===== config.mk =====
export PLATFORM = sky130hd
export DESIGN_NAME = csv_field_splitter
export DESIGN_NICKNAME = d
export VERILOG_FILES = /design/src/rtl/csvfs_pkg.sv /design/src/rtl/csvfs_front.sv /design/src/rtl/csvfs_queue.sv /design/src/rtl/csvfs_back.sv /design/src/rtl/csv_field_splitter.sv
export SDC_FILE = /design/constraint.sdc
export NUM_CORES = 1
export LEC_CHECK = 0
export ABC_AREA = 1
export BUFFER_PORTS_ARGS = -buffer_cell sky130_fd_sc_hd__buf_2
export CORE_ASPECT_RATIO = 0.9
export CORE_MARGIN = 1.5
export CORE_UTILIZATION = 42
export DETAILED_ROUTE_END_ITERATION = 10
export PLACE_DENSITY = 0.63
export SYNTH_ARGS = -nofsm -noshare
export SYNTH_HDL_FRONTEND = slang
export SYNTH_HIERARCHICAL = 1
export SYNTH_SLANG_ARGS = --single-unit

===== constraint.sdc =====
create_clock -name clk -period 8.9 [get_ports clk]
set_clock_uncertainty 0.2 [all_clocks]
set_input_delay 0.445 -clock clk [delete_from_list [all_inputs] [get_ports clk]]
set_output_delay 0.445 -clock clk [all_outputs]
set_load 0.01 [all_outputs]

===== src/rtl/csvfs_pkg.sv =====
`default_nettype none

package csvfs_pkg;

    localparam logic [7:0] QUOTE_BYTE    = 8'h22;
    localparam logic [7:0] DELIM_RESET   = 8'd44;

    localparam logic [1:0] KIND_DATA     = 2'd0;
    localparam logic [1:0] KIND_FIELD    = 2'd1;
    localparam logic [1:0] KIND_REC_END  = 2'd2;

    localparam logic REG_DELIMITER  = 1'b0;
    localparam logic REG_DROP_EMPTY = 1'b1;

    // work left by one input item: an optional first result and an optional record end
    typedef struct packed {
        logic        r0_valid;
        logic        r0_is_data;
        logic [7:0]  r0_byte;
        logic        r1_valid;
        logic        r1_keep;
        logic [15:0] count;
    } csvfs_entry_t;

endpackage

`default_nettype wire


===== src/rtl/csvfs_front.sv =====
`default_nettype none

module csvfs_front
(
    input  wire logic                 clk,
    input  wire logic                 rst_n,
    input  wire logic                 accept,
    input  wire logic [7:0]           in_byte,
    input  wire logic                 has_byte,
    input  wire logic                 end_of_record,
    input  wire logic                 cfg_we,
    input  wire logic                 cfg_index,
    input  wire logic [7:0]           cfg_wdata,
    output csvfs_pkg::csvfs_entry_t   entry,
    output logic                      entry_valid
);

    typedef enum logic [1:0] {
        MODE_OUT,
        MODE_IN,
        MODE_QSEEN
    } mode_t;

    mode_t       mode_reg, mode_next;
    logic        nonempty_reg, nonempty_next;
    logic [15:0] fields_reg, fields_next;
    logic [7:0]  delim_reg, delim_next;
    logic        drop_reg, drop_next;

    logic        is_quote;
    logic        is_delim;
    logic        outside;
    logic        keep_mid;
    logic        keep_end;

    function automatic logic [15:0] sat_inc(input logic [15:0] v);
        sat_inc = (v == 16'hFFFF) ? v : v + 16'd1;
    endfunction

    assign is_quote = (in_byte == csvfs_pkg::QUOTE_BYTE);
    assign is_delim = (in_byte == delim_reg);

    always_comb
    begin
        mode_next     = mode_reg;
        nonempty_next = nonempty_reg;
        fields_next   = fields_reg;
        outside       = 1'b0;
        keep_mid      = 1'b0;
        keep_end      = 1'b0;
        entry         = '0;

        if (has_byte)
        begin
            case (mode_reg)
                MODE_IN:
                begin
                    if (is_quote)
                    begin
                        mode_next = MODE_QSEEN;
                    end
                    else
                    begin
                        nonempty_next    = 1'b1;
                        entry.r0_valid   = 1'b1;
                        entry.r0_is_data = 1'b1;
                        entry.r0_byte    = in_byte;
                    end
                end
                MODE_QSEEN:
                begin
                    if (is_quote)
                    begin
                        mode_next        = MODE_IN;
                        nonempty_next    = 1'b1;
                        entry.r0_valid   = 1'b1;
                        entry.r0_is_data = 1'b1;
                        entry.r0_byte    = in_byte;
                    end
                    else
                    begin
                        outside = 1'b1;
                    end
                end
                default:
                begin
                    outside = 1'b1;
                end
            endcase

            if (outside)
            begin
                mode_next = MODE_OUT;
                if (is_quote)
                begin
                    mode_next = MODE_IN;
                end
                else if (is_delim)
                begin
                    keep_mid = nonempty_next || !drop_reg;
                    if (keep_mid)
                    begin
                        entry.r0_valid = 1'b1;
                        fields_next    = sat_inc(fields_next);
                    end
                    nonempty_next = 1'b0;
                end
                else
                begin
                    nonempty_next    = 1'b1;
                    entry.r0_valid   = 1'b1;
                    entry.r0_is_data = 1'b1;
                    entry.r0_byte    = in_byte;
                end
            end
        end

        if (end_of_record)
        begin
            keep_end       = nonempty_next || !drop_reg;
            entry.r1_valid = 1'b1;
            entry.r1_keep  = keep_end;
            entry.count    = keep_end ? sat_inc(fields_next) : fields_next;
            mode_next      = MODE_OUT;
            nonempty_next  = 1'b0;
            fields_next    = 16'd0;
        end
    end

    assign entry_valid = accept && (entry.r0_valid || entry.r1_valid);

    always_comb
    begin
        delim_next = delim_reg;
        drop_next  = drop_reg;
        if (cfg_we)
        begin
            case (cfg_index)
                csvfs_pkg::REG_DELIMITER:  delim_next = cfg_wdata;
                csvfs_pkg::REG_DROP_EMPTY: drop_next  = cfg_wdata[0];
                default:                   delim_next = delim_reg;
            endcase
        end
    end

    always_ff @(posedge clk or negedge rst_n)
    begin
        if (!rst_n)
        begin
            mode_reg     <= MODE_OUT;
            nonempty_reg <= 1'b0;
            fields_reg   <= 16'd0;
            delim_reg    <= csvfs_pkg::DELIM_RESET;
            drop_reg     <= 1'b0;
        end
        else
        begin
            delim_reg <= delim_next;
            drop_reg  <= drop_next;
            if (accept)
            begin
                mode_reg     <= mode_next;
                nonempty_reg <= nonempty_next;
                fields_reg   <= fields_next;
            end
        end
    end

endmodule

`default_nettype wire


===== src/rtl/csvfs_queue.sv =====
`default_nettype none

module csvfs_queue #(
    parameter int DEPTH = 4
)
(
    input  wire logic                     clk,
    input  wire logic                     rst_n,
    input  wire logic                     wr_en,
    input  csvfs_pkg::csvfs_entry_t       wr_data,
    input  wire logic                     rd_en,
    output csvfs_pkg::csvfs_entry_t       rd_data,
    output logic                          q_full,
    output logic                          q_empty
);

    localparam int PTR_W = (DEPTH > 1) ? $clog2(DEPTH) : 1;
    localparam int CNT_W = $clog2(DEPTH + 1);
    localparam logic [PTR_W-1:0] PTR_LAST = PTR_W'(DEPTH - 1);
    localparam logic [CNT_W-1:0] CNT_FULL = CNT_W'(DEPTH);

    csvfs_pkg::csvfs_entry_t mem_reg [DEPTH];

    logic [PTR_W-1:0] wr_ptr_reg, wr_ptr_next;
    logic [PTR_W-1:0] rd_ptr_reg, rd_ptr_next;
    logic [CNT_W-1:0] cnt_reg, cnt_next;
    logic             do_wr;
    logic             do_rd;

    assign q_full  = (cnt_reg == CNT_FULL);
    assign q_empty = (cnt_reg == '0);
    assign do_wr   = wr_en && !q_full;
    assign do_rd   = rd_en && !q_empty;
    assign rd_data = mem_reg[rd_ptr_reg];

    always_comb
    begin
        wr_ptr_next = wr_ptr_reg;
        rd_ptr_next = rd_ptr_reg;
        cnt_next    = cnt_reg;
        if (do_wr)
        begin
            wr_ptr_next = (wr_ptr_reg == PTR_LAST) ? '0 : wr_ptr_reg + 1'b1;
        end
        if (do_rd)
        begin
            rd_ptr_next = (rd_ptr_reg == PTR_LAST) ? '0 : rd_ptr_reg + 1'b1;
        end
        if (do_wr && !do_rd)
        begin
            cnt_next = cnt_reg + 1'b1;
        end
        else if (do_rd && !do_wr)
        begin
            cnt_next = cnt_reg - 1'b1;
        end
    end

    always_ff @(posedge clk)
    begin
        if (do_wr)
        begin
            mem_reg[wr_ptr_reg] <= wr_data;
        end
    end

    always_ff @(posedge clk or negedge rst_n)
    begin
        if (!rst_n)
        begin
            wr_ptr_reg <= '0;
            rd_ptr_reg <= '0;
            cnt_reg    <= '0;
        end
        else
        begin
            wr_ptr_reg <= wr_ptr_next;
            rd_ptr_reg <= rd_ptr_next;
            cnt_reg    <= cnt_next;
        end
    end

endmodule

`default_nettype wire


===== src/rtl/csvfs_back.sv =====
`default_nettype none

module csvfs_back
(
    input  wire logic                 clk,
    input  wire logic                 rst_n,
    input  csvfs_pkg::csvfs_entry_t   q_data,
    input  wire logic                 q_empty,
    output logic                      q_rd,
    input  wire logic                 pop,
    output logic                      empty,
    output logic [1:0]                kind,
    output logic [7:0]                out_byte,
    output logic                      last,
    output logic [15:0]               field_count
);

    csvfs_pkg::csvfs_entry_t ent_reg, ent_next;
    logic                    valid_reg, valid_next;
    logic                    phase_reg, phase_next;

    logic show_r0;
    logic consume;
    logic done;
    logic load;

    assign show_r0 = !phase_reg && ent_reg.r0_valid;
    assign consume = pop && valid_reg;
    assign done    = consume && !(show_r0 && ent_reg.r1_valid);
    assign load    = !valid_reg || done;
    assign q_rd    = load && !q_empty;

    assign empty       = !valid_reg;
    assign last        = !show_r0;
    assign field_count = show_r0 ? 16'd0 : ent_reg.count;
    assign out_byte    = (show_r0 && ent_reg.r0_is_data) ? ent_reg.r0_byte : 8'd0;

    always_comb
    begin
        if (show_r0)
        begin
            kind = ent_reg.r0_is_data ? csvfs_pkg::KIND_DATA : csvfs_pkg::KIND_FIELD;
        end
        else
        begin
            kind = ent_reg.r1_keep ? csvfs_pkg::KIND_FIELD : csvfs_pkg::KIND_REC_END;
        end
    end

    always_comb
    begin
        ent_next   = ent_reg;
        valid_next = valid_reg;
        phase_next = phase_reg;
        if (load)
        begin
            ent_next   = q_data;
            valid_next = !q_empty;
            phase_next = 1'b0;
        end
        else if (consume)
        begin
            phase_next = 1'b1;
        end
    end

    always_ff @(posedge clk)
    begin
        ent_reg <= ent_next;
    end

    always_ff @(posedge clk or negedge rst_n)
    begin
        if (!rst_n)
        begin
            valid_reg <= 1'b0;
            phase_reg <= 1'b0;
        end
        else
        begin
            valid_reg <= valid_next;
            phase_reg <= phase_next;
        end
    end

endmodule

`default_nettype wire


===== src/rtl/csv_field_splitter.sv =====
// CSV field splitter.
// Input queue side: push/full with in_byte, has_byte, end_of_record. One item per
// byte; end_of_record closes the record, has_byte 0 with it is a bare record end.
// Result queue side: empty/pop with kind, out_byte, last, field_count. Results are
// unescaped data bytes, field ends, and on the record's final result last = 1 with
// the kept-field count (saturating at 65535).
// Config: cfg_we/cfg_index/cfg_wdata; index 0 delimiter (reset 44), index 1
// drop_empty (reset 0). Write only while the block is idle.
// Throughput: one item accepted per cycle while full is low. Results leave one
// per cycle while pop is high; an item with a byte and a record end can give
// two results, so the result port sets the rate for such items.
// Path: an item that yields a result is written to the item queue (QUEUE_DEPTH
// entries) when it is accepted and moves into the output register once that
// register is empty or its last result is popped.
// Stall: while pop is low the output holds; the queue fills and full rises,
// after which push is ignored. Reset empties the queue, clears the output and
// the parse state, and restores the register defaults.
`default_nettype none

module csv_field_splitter #(
    parameter int QUEUE_DEPTH = 4
)
(
    input  wire logic        clk,
    input  wire logic        rst_n,
    input  wire logic        push,
    output logic             full,
    input  wire logic [7:0]  in_byte,
    input  wire logic        has_byte,
    input  wire logic        end_of_record,
    output logic             empty,
    input  wire logic        pop,
    output logic [1:0]       kind,
    output logic [7:0]       out_byte,
    output logic             last,
    output logic [15:0]      field_count,
    input  wire logic        cfg_we,
    input  wire logic        cfg_index,
    input  wire logic [7:0]  cfg_wdata
);

    csvfs_pkg::csvfs_entry_t front_entry;
    csvfs_pkg::csvfs_entry_t q_data;
    logic                    front_valid;
    logic                    accept;
    logic                    q_full;
    logic                    q_empty;
    logic                    q_rd;

    assign full   = q_full;
    assign accept = push && !q_full;

    csvfs_front u_front
    (
        .clk           (clk),
        .rst_n         (rst_n),
        .accept        (accept),
        .in_byte       (in_byte),
        .has_byte      (has_byte),
        .end_of_record (end_of_record),
        .cfg_we        (cfg_we),
        .cfg_index     (cfg_index),
        .cfg_wdata     (cfg_wdata),
        .entry         (front_entry),
        .entry_valid   (front_valid)
    );

    csvfs_queue #(
        .DEPTH (QUEUE_DEPTH)
    ) u_queue
    (
        .clk     (clk),
        .rst_n   (rst_n),
        .wr_en   (front_valid),
        .wr_data (front_entry),
        .rd_en   (q_rd),
        .rd_data (q_data),
        .q_full  (q_full),
        .q_empty (q_empty)
    );

    csvfs_back u_back
    (
        .clk         (clk),
        .rst_n       (rst_n),
        .q_data      (q_data),
        .q_empty     (q_empty),
        .q_rd        (q_rd),
        .pop         (pop),
        .empty       (empty),
        .kind        (kind),
        .out_byte    (out_byte),
        .last        (last),
        .field_count (field_count)
    );

endmodule

`default_nettype wire


# After elaboration in Yosys (flattened, before gate mapping)
# Memory sizes are Yosys's and may differ from the RTL's. A register that Yosys moved wholly into a read port is not among the register bits.
# Cells that the tools add are included.
# totals
ff_bits	37
in_bits	24
n_memories	1
ramBits	112
output_inout_bits	29
# op_classes
muxes	51
n_eq_ne	11
n_reduce_logical	33
n_addsub	6
bitwise_logic	1
# mem_list
name	depth	width	read_ports	rd_clocked_by_memory_dff	wr	line_no	text
u_queue.mem_reg	4	28	1	1	1	csvfs_queue.sv:22	csvfs_pkg::csvfs_entry_t mem_reg [DEPTH];
# ops
operator	n
$mux 16	10
$mux 10	5
$add 16x1->16 const B	2
$eq 16x16->1 const B	2
$pmux 10 s2	1
$mux 1	18
$mux 18	1
$mux 2	9
$logic_and 1x1->1	12
$logic_not 1->1	9
$mux 9	1
$eq 8x6->1 const B	1
$eq 8x8->1	1
$mux 8	1
$ne 4x2->1 const B	2
$eq 2x2->1 const B	3
$mux 3	2
$reduce_bool 2->1	3
$reduce_and 5->1	1
$add 2x1->2 const B	2
$logic_or 1x1->1	4
$pmux 1 s2	2
$pmux 2 s2	1
$reduce_and 2->1	2
other kinds (7)	7

# Depth between registers and ports, before layout
# Gate-level depths: netlist (run 1).
# logic_depth
word_depth	21
mapped_depth	22
mapped_depth_nobuf	21

# Modules after synthesis
# Netlist (run 1), hierarchy kept.
# by_module_without_submodules
mod	seq_area_each_um2	area_each_um2	instances	cells_per_inst
csvfs_queue	3538.4	5082.4	1	387
csvfs_front	704.4	3150.5	1	464
csvfs_back	890.9	1173.6	1	100
csv_field_splitter	0.0	10.0	1	2

# Worst setup path before layout (run 1)
# No wires, ideal clock.
# synth_path
kind	reg-to-reg
startpoint	register u_front.mode_reg[1]
endpoint	memory u_queue/mem_reg[0][0] (netlist bit), enable pin
t_arrival_ns	3.022
setup_slack_ns	5.265
path_stages_with_launch	14
required_time_ns	8.287
setup_time_ns	0.413
path_buffers	1
cell_sequence	dfrtp_1 -> inv_1 -> ha_1 -> inv_2 -> nand2_1 -> o21ai_1 -> nand3_4 -> buf_2 -> o31ai_1 -> nand2_1 -> o211ai_1 -> a21oi_1 -> nand2_1 -> nor2_1
# synth_between
elab_chain_len	14
word_cells_on_any_way	18
# synth_lines
element	line_no	text
start: declaration	csvfs_front.sv:24	mode_t mode_reg, mode_next;
start signal: assignment	csvfs_front.sv:162	mode_reg <= mode_next;
$eq 2x2->1 / $eq 2x1->1 (equally long branches)	csvfs_front.sv:55	case (mode_reg)
$pmux 1 s2	csvfs_front.sv:55	
$mux 1	csvfs_front.sv:53	if (has_byte)
$logic_or 1x1->1	csvfs_front.sv:100	keep_mid = nonempty_next || !drop_reg;
$mux 1	csvfs_front.sv:101	if (keep_mid)
$mux 1	csvfs_front.sv:98	else if (is_delim)
$mux 10	csvfs_front.sv:94	if (is_quote)
$mux 10 *	csvfs_front.sv:91	if (outside)
$mux 10 *	csvfs_front.sv:53	
$logic_or 1x1->1 *	csvfs_front.sv:130	assign entry_valid = accept && (entry.r0_valid || entry.r1_valid);
$logic_and 1x1->1 *	csvfs_front.sv:130	
net front_valid	csv_field_splitter.sv:44	logic front_valid;
$logic_and 1x1->1 *	csvfs_queue.sv:32	assign do_wr = wr_en && !q_full;
$mux 1 *	csvfs_queue.sv:61	if (do_wr)
$mux 1 (not written as such) *	csvfs_queue.sv:63	mem_reg[wr_ptr_reg] <= wr_data;
end: declaration	csvfs_queue.sv:22	
# The timed path passes the listed nets; every way through them passes the cells marked *. The select of a mux whose other input is x is not followed.

# Worst setup path in the final report (run 1)
# layout_path
startpoint	register u_front.mode_reg[1]
endpoint	memory u_queue/mem_reg[1][20] (netlist bit), enable pin
# Same word-level chain as after synthesis.

==> results of run 1 <==
## worst max-delay path by stage
stage,cells after the start,start,to
floorplan,13,u_front/mode_reg[1],u_queue/mem_reg[0][0]
global placement,15,in_byte[0],u_queue/mem_reg[1][25]
detailed placement,15,in_byte[6],u_queue/mem_reg[1][25]
CTS,13,u_front/mode_reg[1],u_queue/mem_reg[1][20]
global route,9,u_queue/cnt_reg[0],u_queue/mem_reg[1][20]
finish,13,u_front/mode_reg[1],u_queue/mem_reg[1][20]
## synth_stat cells (11+ instances only)
cell type,count,area (µm²)
a21oi_1,12,60.1
buf_2,11,55.1
dfrtp_1,34,851
edfxtp_1,140,4200
ha_1,11,138
inv_1,168,631
inv_2,16,60.1
nand2_1,220,826
nand2_2,12,75.1
nand3_1,42,210
nand4_1,17,106
nor2_1,75,282
nor3_1,13,65.1
o211ai_1,27,203
o211ai_2,31,388
o22ai_1,15,93.8
## power by group through the flow
stage                     logic (µW)  registers, µW  clock network [µW]
final                            826           1200                 799
after floorplan                  662           1190                   0
after global placement           822           1210                   0
after CTS                        844           1200                 814
after detailed placement         836           1220                   0
after global routing             936           1220                 851
## worst max-delay path, delay by kind of cell (launching register included)
kind	cells	cell delay (ns)
AOI/OAI and AO/OA	4	0.55
adders and majority gates	1	0.26
buffers and inverters	3	0.54
DFF	1	0.38
and+or+nand+nor	5	1.37
## cell type report
| class | count | share of cell area [%] |
|---|---|---|
| clock inverters | 15 | 1.95 |
| clock buffers | 17 | 4.05 |
| well taps | 291 | 3.46 |
| inverters | 186 | 6.66 |
| flip-flops and latches | 177 | 48.9 |
| repair buffers | 60 | 3.07 |
| multi-input cells | 558 | 32.0 |
## stage by stage
step                cells  instance area, µm²
floorplan             953                9420
global placement     1271                9880
detailed placement   1271                9880
CTS                  1304               10500
global route         1304               10500
finish               1304               10500
## metal layers
layer,share of wire [%],wire [µm],GRT usage [%]
met1,50,9400,24.5
met3,4.1,769,3.26
met4,0.75,142,3.61
met5,0,0,0
met2,45,8550,26.8
## kinds of logic after synthesis
family	after synthesis
adders and majority gates	12
muxes	4
AOI/OAI and AO/OA	110
DFF	177
buffers and inverters	218
and+or+nand+nor	419
xor gates and xnor gates	13
==> summary.md, run 1 <==
| Metric | Value |
|---|---|
| Vias in the first global route | `6068` |
| Tmin final | `3.64 ns` |
| Critical path type | `flip-flop to flip-flop` |
| Cts bufs inserted | `17` |
| Starting Density | `43.1%` |
| Multi-input combinational cell area | `3360 µm²` |
| Final Power | `2820 µW` |
| Dpl hpwl | `12.7 mm` |
| Boundary Pins | `53` |
| Setup Fix Bufs, Post-CTS | `0` |
| Asr flop ratio synth | `20.9%` |
| CP dominant cell by count | `nand2_1` |
| Num Clock Sinks | `177` |
| Setup_tns | `0 ns` |
| CTS tree | `built` |
| FF+latch area | `5140 µm²` |
| Min-delay worst type | `input pin to flip-flop` |
| Post-synthesis adder-cell area fraction | `1.67%` |
| Hold EP | `u_front/drop_reg` |
| Maxcap violations | `0` |
| Root Driver | `clkbuf_16` |
| Router iterations before antenna repair | `4` |
| Worst skew pair latency | `0.43 ns` |
| Critical path capture point type | `flip-flop` |
| Largest net degree at the start of global routing | `93` |
| Fillers | `2042` |
| Reg2reg start | `u_front/mode_reg[1]` |
| Count of hold-fix buffers inserted at cts | `1` |
| Maximum clock frequency | `275 MHz` |
| CP required | `8.82 ns` |
| Power per Cell Area | `269 nW/µm²` |
| Mux cell area share after synthesis | `0.478%` |
| Maximum VDD drop | `0.000152 V` |
| Reg power frac | `42.5%` |
| Start point of the worst min-delay path | `cfg_we` |
| Post-synth EDFFs | `140` |
| Worst setup SP type | `flip-flop` |
| Critical path, cell by cell | `inv_1 > ha_1 > inv_2 > nand2_1 > o21ai_1 > nand3_4 > o31ai_1 > nand2_1 > o211ai_1 > a21oi_1 > nand2_1 > nor2_2 > buf_4` |
| Flop-to-flop setup slack | `5.26 ns` |
| DRC viols | `0` |
| CTS clk-pin slew, worst paths | `0.07 ns` |
| Crit path DAT | `3.55 ns` |
| Critical Path Max Stage Delay | `0.71 ns` |
| DRT iter0 DRCs | `373` |
| Synth Instances | `953` |
| Slowest cell on the critical path | `nor2_2` |
| Yosys reg bits | `177` |
| Post-Synth XOR/XNOR Area | `1.57%` |
| Clock buffer depth | `2` |
| Post-Place Setup Slack | `5.18 ns` |
| First-pass GRT wire length | `31.3 mm` |
| Mean area per synthesized cell | `9.88 µm²` |
| Net Sw Power | `974 µW` |
| Total track usage | `17.1%` |
| Final core occ | `48.2%` |
| Internal power | `1850 µW` |
| Antenna Cells | `0` |
| Cell Area, Synth | `9420 µm²` |
| Rel. slew slack | `30.6%` |
| Post-synth cell types | `44` |
| Post-CTS sizing | `0` |
| CTS H-tree lvls | `4` |
| Sequential fraction of the synthesis area | `54.5%` |
| Tcrit/Tclk final | `40.9%` |
| Worst Max-Slew Pin Slew | `1.04 ns` |
| Die Wd | `161 µm` |
| Synth Area in Compound Gates | `9.45%` |
| Global route overflow | `0` |
| Hold depth | `2` |
| Commonest cells after routing, fill and taps aside | `220 x nand2_1, 168 x inv_1, 140 x edfxtp_1, 71 x nor2_1, 52 x buf_2` |
| Most used DFF post-synth | `edfxtp_1` |
| Std cell rows | `51` |
| Antenna Nets Post-Route | `0` |
| Commonest non-fill, non-tap cell in the layout | `nand2_1` |
| WL final | `18.9 mm` |
| Max FFs per register | `112` |
| Synthesis-to-layout area growth | `11.7%` |
| Combinational Power Share | `29.2%` |
| Via count | `6279` |
| Clock network fraction of design power | `28.3%` |
| Share of layout cells above drive strength 1 | `20.3%` |
| Final Net Count | `1036` |
| Total die area | `23300 µm²` |
| Core area | `21800 µm²` |
| RSZ-0062 raised after global routing | `no` |
| Status | `finished clean` |
| Crit-path max FO | `21` |
| P_leak | `0.00479 µW` |
| Initial antenna violation count | `0` |
| IO buf count | `52` |
| Slew Limit Fails | `0` |
| Hold WS | `0.0201 ns` |
| # setup viols final | `0` |
| Sw Ratio | `34.5%` |
| Final worst setup slack | `5.26 ns` |
| Syn_nets | `989` |
| Post-Synth Simple-Gate Area | `22.4%` |
| Vias per std cell | `4.82` |
| Die Y | `145 µm` |
| Reg2reg end | `u_queue/mem_reg[1][20]` |
| Final hold violations | `0` |
| Final Wtd Congestion | `0.835` |
| Mean routed wirelength per cell | `14.5 µm` |
| Reg2Reg Depth | `13` |
| Yosys warning total | `6` |
| Combinational family with the most area after synthesis | `simple AND/OR/NAND/NOR gates` |
No activity file was read; power rests on OpenSTA's default activity.
==> inputs of run 2 (changes only) <==
PLACE_DENSITY = 0.66   (was 0.63)
clock period = 2.95 ns   (was 8.9 ns; I/O delays follow)
==> summary.md, run 2 (synthesis gave the netlist of run 1 again) <==
| Metric | Value |
|---|---|
| Maxcap violations | `0 (unchanged)` |
| Rel. slew slack | `39.4% (+8.8 points)` |
| Total track usage | `17.7% (+0.63 points)` |
| Final Wtd Congestion | `0.854 (+2.3%)` |
| Via count | `6788 (+8.1%)` |
| Reg power frac | `43.3% (+0.8 points)` |
| Combinational Power Share | `31.9% (+2.7 points)` |
| Synthesis-to-layout area growth | `23.2%` |
| Initial antenna violation count | `0 (unchanged)` |
| Mean routed wirelength per cell | `14.5 µm (+0.32%)` |
| Global route overflow | `0 (unchanged)` |
| IO buf count | `52 (unchanged)` |
| Slew Limit Fails | `0 (unchanged)` |
| Failing checks | `setup timing` |
| Tmin final | `2.95 ns (-0.685 ns)` |
| Die Wd | `161 µm (unchanged)` |
| First-pass GRT wire length | `32.5 mm (+3.8%)` |
| CP required | `2.94 ns (-5.88 ns)` |
| Starting Density | `43.1% (unchanged)` |
| Core area | `21800 µm² (unchanged)` |
| Final worst setup slack | `-0.00314 ns (-5.26 ns)` |
| Reg2reg end | `u_queue/mem_reg[1][14]` |
| CTS clk-pin slew, worst paths | `0.07 ns (about the same)` |
| Maximum clock frequency | `339 MHz (+23%)` |
| Net Sw Power | `2970 µW (+200%)` |
| Maximum VDD drop | `0.000395 V (+160%)` |
| Max FFs per register | `112 (unchanged)` |
| Critical path capture point type | `flip-flop` |
| Dpl hpwl | `13.2 mm (+3.9%)` |
| CP startpoint | `u_front/delim_reg[2]` |
| Critical path endpoint | `u_queue/mem_reg[1][14]` |
| Final hold violations | `0 (unchanged)` |
| Largest net degree at the start of global routing | `76 (-18%)` |
| Vias in the first global route | `6257 (+3.1%)` |
| # setup viols final | `2 (+2)` |
| Status | `finished with violations` |
| Sw Ratio | `35.1% (+0.65 points)` |
| Antenna Cells | `0 (unchanged)` |
| Antenna Nets Post-Route | `0 (unchanged)` |
| Worst setup SP type | `flip-flop` |
| P_leak | `0.00528 µW (+10%)` |
| Multi-input combinational cell area | `3660 µm² (+9.0%)` |
| Clock network fraction of design power | `24.8% (-3.5 points)` |
| CTS tree | `built` |
| Num Clock Sinks | `177 (unchanged)` |
| Worst skew pair latency | `0.43 ns (about the same)` |
| Reg2reg start | `u_front/delim_reg[2]` |
| Reg2Reg Depth | `17 (+4)` |
| Commonest non-fill, non-tap cell in the layout | `nand2_1` |
| Worst Max-Slew Pin Slew | `0.908 ns (-0.132 ns)` |
| Min-delay worst type | `input pin to flip-flop` |
| Flop-to-flop setup slack | `-0.003 ns (-5.26 ns)` |
| Post-Place Setup Slack | `-0.136 ns (-5.31 ns)` |
| Total die area | `23300 µm² (unchanged)` |
| Fillers | `1894 (-7.2%)` |
| Critical path type | `flip-flop to flip-flop` |
| DRC viols | `0 (unchanged)` |
| WL final | `20.3 mm (+7.7%)` |
| Vias per std cell | `4.85 (+0.69%)` |
| Tcrit/Tclk final | `100% (+59 points)` |
| Die Y | `145 µm (unchanged)` |
| Cts bufs inserted | `17 (unchanged)` |
| Commonest cells after routing, fill and taps aside | `206 x nand2_1, 157 x inv_1, 140 x edfxtp_1, 72 x buf_4, 58 x nor2_1` |
| Power per Cell Area | `728 nW/µm² (+170%)` |
| Clock buffer depth | `2 (unchanged)` |
| Final Net Count | `1132 (+9.3%)` |
| Std cell rows | `51 (unchanged)` |
| Router iterations before antenna repair | `5 (+1)` |
| CTS H-tree lvls | `4 (unchanged)` |
| Internal power | `5480 µW (+200%)` |
| Crit path DAT | `2.94 ns (-0.61 ns)` |
| DRT iter0 DRCs | `414 (+11%)` |
| Root Driver | `clkbuf_16` |
| Boundary Pins | `53 (unchanged)` |
| Share of layout cells above drive strength 1 | `31.0% (+11 points)` |
| FF+latch area | `5140 µm² (unchanged)` |
| Setup_tns | `-0.00570 ns (-0.00570 ns)` |
| RSZ-0062 raised after global routing | `yes` |
| Crit-path max FO | `7 (-67%)` |
run 2: cell count changes in the layout (fill, tap and decap cells not counted), sizes merged:
cell	delta
clkbuf	+4
bufinv	-3
clkinv	-1
inv	+1
dlygate4sd3	+16
nand3	+1
buf	+79
clkinvlp	-1
run 2: final cells by class:
| cell class | instances | area share [%] |
|---|---|---|
| tap | 291 | 3.14 |
| timing repair buffer | 155 | 10.2 |
| inverter | 186 | 6.13 |
| clock buffer | 21 | 3.80 |
| clock inverter | 11 | 0.820 |
| sequential | 177 | 44.3 |
| multi-input combinational | 559 | 31.6 |
run 2: worst min-delay path by stage:
stage / startpoint / endpoint / slack [ns] / depth (start not counted)
6_report: in_byte[0] / u_queue/mem_reg[1][18] / 0.02 / 3
2_1_floorplan: rst_n / u_back/phase_reg / -0.35 / 0
3_3_place_gp: rst_n / u_front/fields_reg[4] / 0.13 / 1
3_5_place_dp: rst_n / u_front/fields_reg[4] / 0.12 / 1
4_1_cts: in_byte[0] / u_queue/mem_reg[2][18] / 0.002 / 3
5_1_grt: in_byte[4] / u_queue/mem_reg[2][22] / 0.02 / 3
run 2: stage by stage:
step	total power (µW)	area [µm²]	cells	util (%)	hold slack [ns]
floorplan	5600	9450	953	-	-0.348
global placement	6250	10400	1335	47.8	0.129
detailed placement	6320	10400	1335	47.8	0.125
CTS	8450	11300	1389	51.6	0.00186
global route	8980	11600	1400	53.1	0.0195
finish	8440	11600	1400	53.1	0.0231
run 2: routing by layer:
layer | wire (µm) | global-route usage, %
met2 | 9360 | 27.3
met3 | 994 | 2.97
met1 | 9700 | 25.5
met5 | 0 | 0
met4 | 267 | 5.37
run 2: worst max-delay path: stages, from the launching register on:
cell and delay (ns):
dfstp_2 0.55, xnor2_2 0.11, nand2_1 0.09, nor2_2 0.13, nand2_4 0.09, nor2_8 0.16, buf_6 0.13, nand4_4 0.13
buf_12 0.16, xor2_4 0.17, nand2_4 0.09, nor2_8 0.13, buf_4 0.14, inv_4 0.04, nor2_8 0.12, nand4_1 0.12
nand2_2 0.10, nor2_4 0.05
run 2: what timing repair did:
item / 4_1_cts / 5_1_grt
pin swaps: 9 / 45
buffers inserted: 4 / 15
endpoints found under the hold margin: 65 / 0
hold buffers: 17 / 0
setup endpoints to repair: 62 / 66
resized for setup: 14 / 75
gates cloned: 1 / 0
run 2: power by group through the flow:
stage | Sequential (µW) | Clock (µW) | Combinational [µW]
3_5_place_dp | 3710 | 0 | 2600
5_1_grt | 3710 | 2240 | 3030
2_1_floorplan | 3590 | 0 | 2020
6_report | 3660 | 2090 | 2690
3_3_place_gp | 3690 | 0 | 2560
4_1_cts | 3660 | 2140 | 2650
==> inputs of run 3 (changes only) <==
REMOVE_ABC_BUFFERS = 1   (was unset)
==> summary.md, run 3 (synthesis gave the netlist of run 1 again) <==
| Metric | Value |
|---|---|
| Status | `finished with violations` |
| Failing checks | `setup timing` |
| DP Area | `10400 µm² (-0.48%)` |
| Synthesis-to-layout area growth | `23.5%` |
| Dpl hpwl | `12.8 mm (-3.2%)` |
| Critical path type | `flip-flop to flip-flop` |
| Die Wd | `161 µm (unchanged)` |
| CP required | `2.93 ns (about the same)` |
| Rel. slew slack | `39.5% (+0.078 points)` |
| WL met1 | `9.51 mm (-1.9%)` |
| CP startpoint | `u_front/mode_reg[0]` |
| Flop-to-flop setup slack | `-0.03 ns (-0.03 ns)` |
| Slowest cell on the critical path | `dfrtp_1` |
| Critical Path Max Stage Delay | `0.40 ns (-0.15 ns)` |
| Final worst setup slack | `-0.0327 ns (-0.0295 ns)` |
| CTS clk-pin slew, worst paths | `0.07 ns (about the same)` |
| Final Net Count | `1126 (-0.53%)` |
| Maxcap violations | `0 (unchanged)` |
| Num Clock Sinks | `177 (unchanged)` |
| Worst Max-Slew Pin Slew | `0.907 ns (-0.00117 ns)` |
| Root Driver | `clkbuf_16` |
| Total track usage | `17.3% (-0.43 points)` |
| Worst setup SP type | `flip-flop` |
| WL final | `19.7 mm (-3.0%)` |
| Largest net degree at the start of global routing | `69 (-9.2%)` |
| Antenna Nets Post-Route | `0 (unchanged)` |
| Reg2reg start | `u_front/mode_reg[0]` |
| Final Wtd Congestion | `0.849 (-0.66%)` |
| Cts bufs inserted | `17 (unchanged)` |
| Via count | `6679 (-1.6%)` |
| DRT iter0 DRCs | `460 (+11%)` |
| DRC viols | `0 (unchanged)` |
| # setup viols final | `10 (+8)` |
| CTS H-tree lvls | `4 (unchanged)` |
| FF+latch area | `5140 µm² (unchanged)` |
| Starting Density | `43.1% (unchanged)` |
| Final hold violations | `0 (unchanged)` |
| Crit-path max FO | `7 (unchanged)` |
| Post-Place Setup Slack | `-0.0934 ns (+0.0424 ns)` |
| WL met2 | `9.24 mm (-1.3%)` |
| P_leak | `0.00526 µW (-0.32%)` |
| Initial antenna violation count | `0 (unchanged)` |
| Boundary Pins | `53 (unchanged)` |
| Critical path endpoint | `u_queue/mem_reg[0][14]` |
| Reg2reg end | `u_queue/mem_reg[0][14]` |
| Critical path capture point type | `flip-flop` |
| Crit path DAT | `2.97 ns (+0.03 ns)` |
| Fillers | `1909 (+0.79%)` |
| Core area | `21800 µm² (unchanged)` |
| Global route overflow | `0 (unchanged)` |
| Share of layout cells above drive strength 1 | `30.2% (-0.83 points)` |
| Final Instance Area | `11600 µm² (+0.26%)` |
| Multi-input combinational cell area | `3670 µm² (+0.27%)` |
| Max FFs per register | `112 (unchanged)` |
| Highest layer used for signal routing | `met4` |
| Setup_tns | `-0.193 ns (-0.187 ns)` |
| Die Y | `145 µm (unchanged)` |
| Slew Limit Fails | `0 (unchanged)` |
| Total die area | `23300 µm² (unchanged)` |
| Maximum clock frequency | `335 MHz (-0.99%)` |
| Vias per std cell | `4.79 (-1.2%)` |
| Vias in the first global route | `6215 (-0.67%)` |
| Clock buffer depth | `2 (unchanged)` |
| Power per Cell Area | `738 nW/µm² (+1.4%)` |
| Tcrit/Tclk final | `101% (+1.0 points)` |
| Critical path, cell by cell | `inv_1 > ha_2 > inv_2 > buf_6 > nand3_4 > nand3_4 > nand3_4 > nand3_4 > nand2_4 > nand2_4 > inv_4 > ha_4 > nand2_4 > nor2_8 > nand2_4 > nor2_8 > nand4_1 > nand2_2 > nor2_4` |
| CTS tree | `built` |
| Met3 wire length | `697 µm (-30%)` |
| IO buf count | `52 (unchanged)` |
| Hold WS | `0.0421 ns (+0.0189 ns)` |
| Tmin final | `2.98 ns (+0.0295 ns)` |
| RSZ-0062 raised after global routing | `yes` |
| First-pass GRT wire length | `31.8 mm (-2.1%)` |
| Worst skew pair latency | `0.43 ns (about the same)` |
| Std cell rows | `51 (unchanged)` |
| Mean routed wirelength per cell | `14.1 µm (-2.6%)` |
| Final Power | `8590 µW (+1.7%)` |
| Commonest non-fill, non-tap cell in the layout | `nand2_1` |
| Antenna Cells | `0 (unchanged)` |
| Reg2Reg Depth | `19 (+2)` |
| Maximum VDD drop | `0.000431 V (+9.3%)` |
| Router iterations before antenna repair | `5 (unchanged)` |
| Min-delay worst type | `input pin to flip-flop` |
| Commonest cells after routing, fill and taps aside | `201 x nand2_1, 161 x inv_1, 140 x edfxtp_1, 63 x buf_4, 60 x nor2_1` |
## run 3: layout make-up
class                           instances  share of cell area [%]
Clock buffer                           19                    3.72
Sequential cell                       177                    44.2
Timing Repair Buffer                  150                    9.93
Multi-Input combinational cell        558                    31.6
Clock inverter                         13                    1.36
Inverter                              186                    6.09
Tap cell                              291                    3.13
## run 3: repair_timing
| action | CTS | global route |
|---|---|---|
| buffers inserted | 1 | 11 |
| gates resized for setup | 9 | 90 |
| endpoints found under the hold margin | 74 | 0 |
| pin swaps | 0 | 31 |
| setup endpoints to repair | 62 | 66 |
| hold buffers | 20 | 0 |
## run 3: worst min-delay path by stage
stage,startpoint,cells past startpoint,end,slack (ns)
2_1_floorplan,rst_n,0,u_back/phase_reg,-0.35
3_3_place_gp,rst_n,1,u_front/fields_reg[13],0.13
3_5_place_dp,rst_n,1,u_front/fields_reg[12],0.13
4_1_cts,in_byte[0],3,u_queue/mem_reg[0][18],0.01
5_1_grt,in_byte[0],3,u_queue/mem_reg[3][18],0.03
6_report,in_byte[0],3,u_queue/mem_reg[1][18],0.04
## run 3: stage by stage
stage,utilization [%],std cells
after floorplan,-,921
after global placement,47.6,1330
after detailed placement,47.6,1330
after CTS,51.4,1383
after global routing,53.3,1394
final,53.3,1394
## run 3: metal layers
metal,vias up,track usage [%]
li1,3409,-
met3,21,3.32
met1,3133,24.3
met4,0,5.69
met2,116,26.8
met5,-,0
## run 3: report_power, final
| group | total, µW | switching (µW) | internal (µW) |
|---|---|---|---|
| Clock | 2270 | 938 | 1330 |
| Combinational | 2600 | 1610 | 989 |
| Sequential | 3710 | 327 | 3390 |
## run 3: worst max-delay path, delay by kind of cell, from the launching register on
kind                       cells  cell delay, ns
and+or+nand+nor               13            1.50
buffers and inverters          4            0.32
adders and majority gates      2            0.32
DFF                            1            0.40
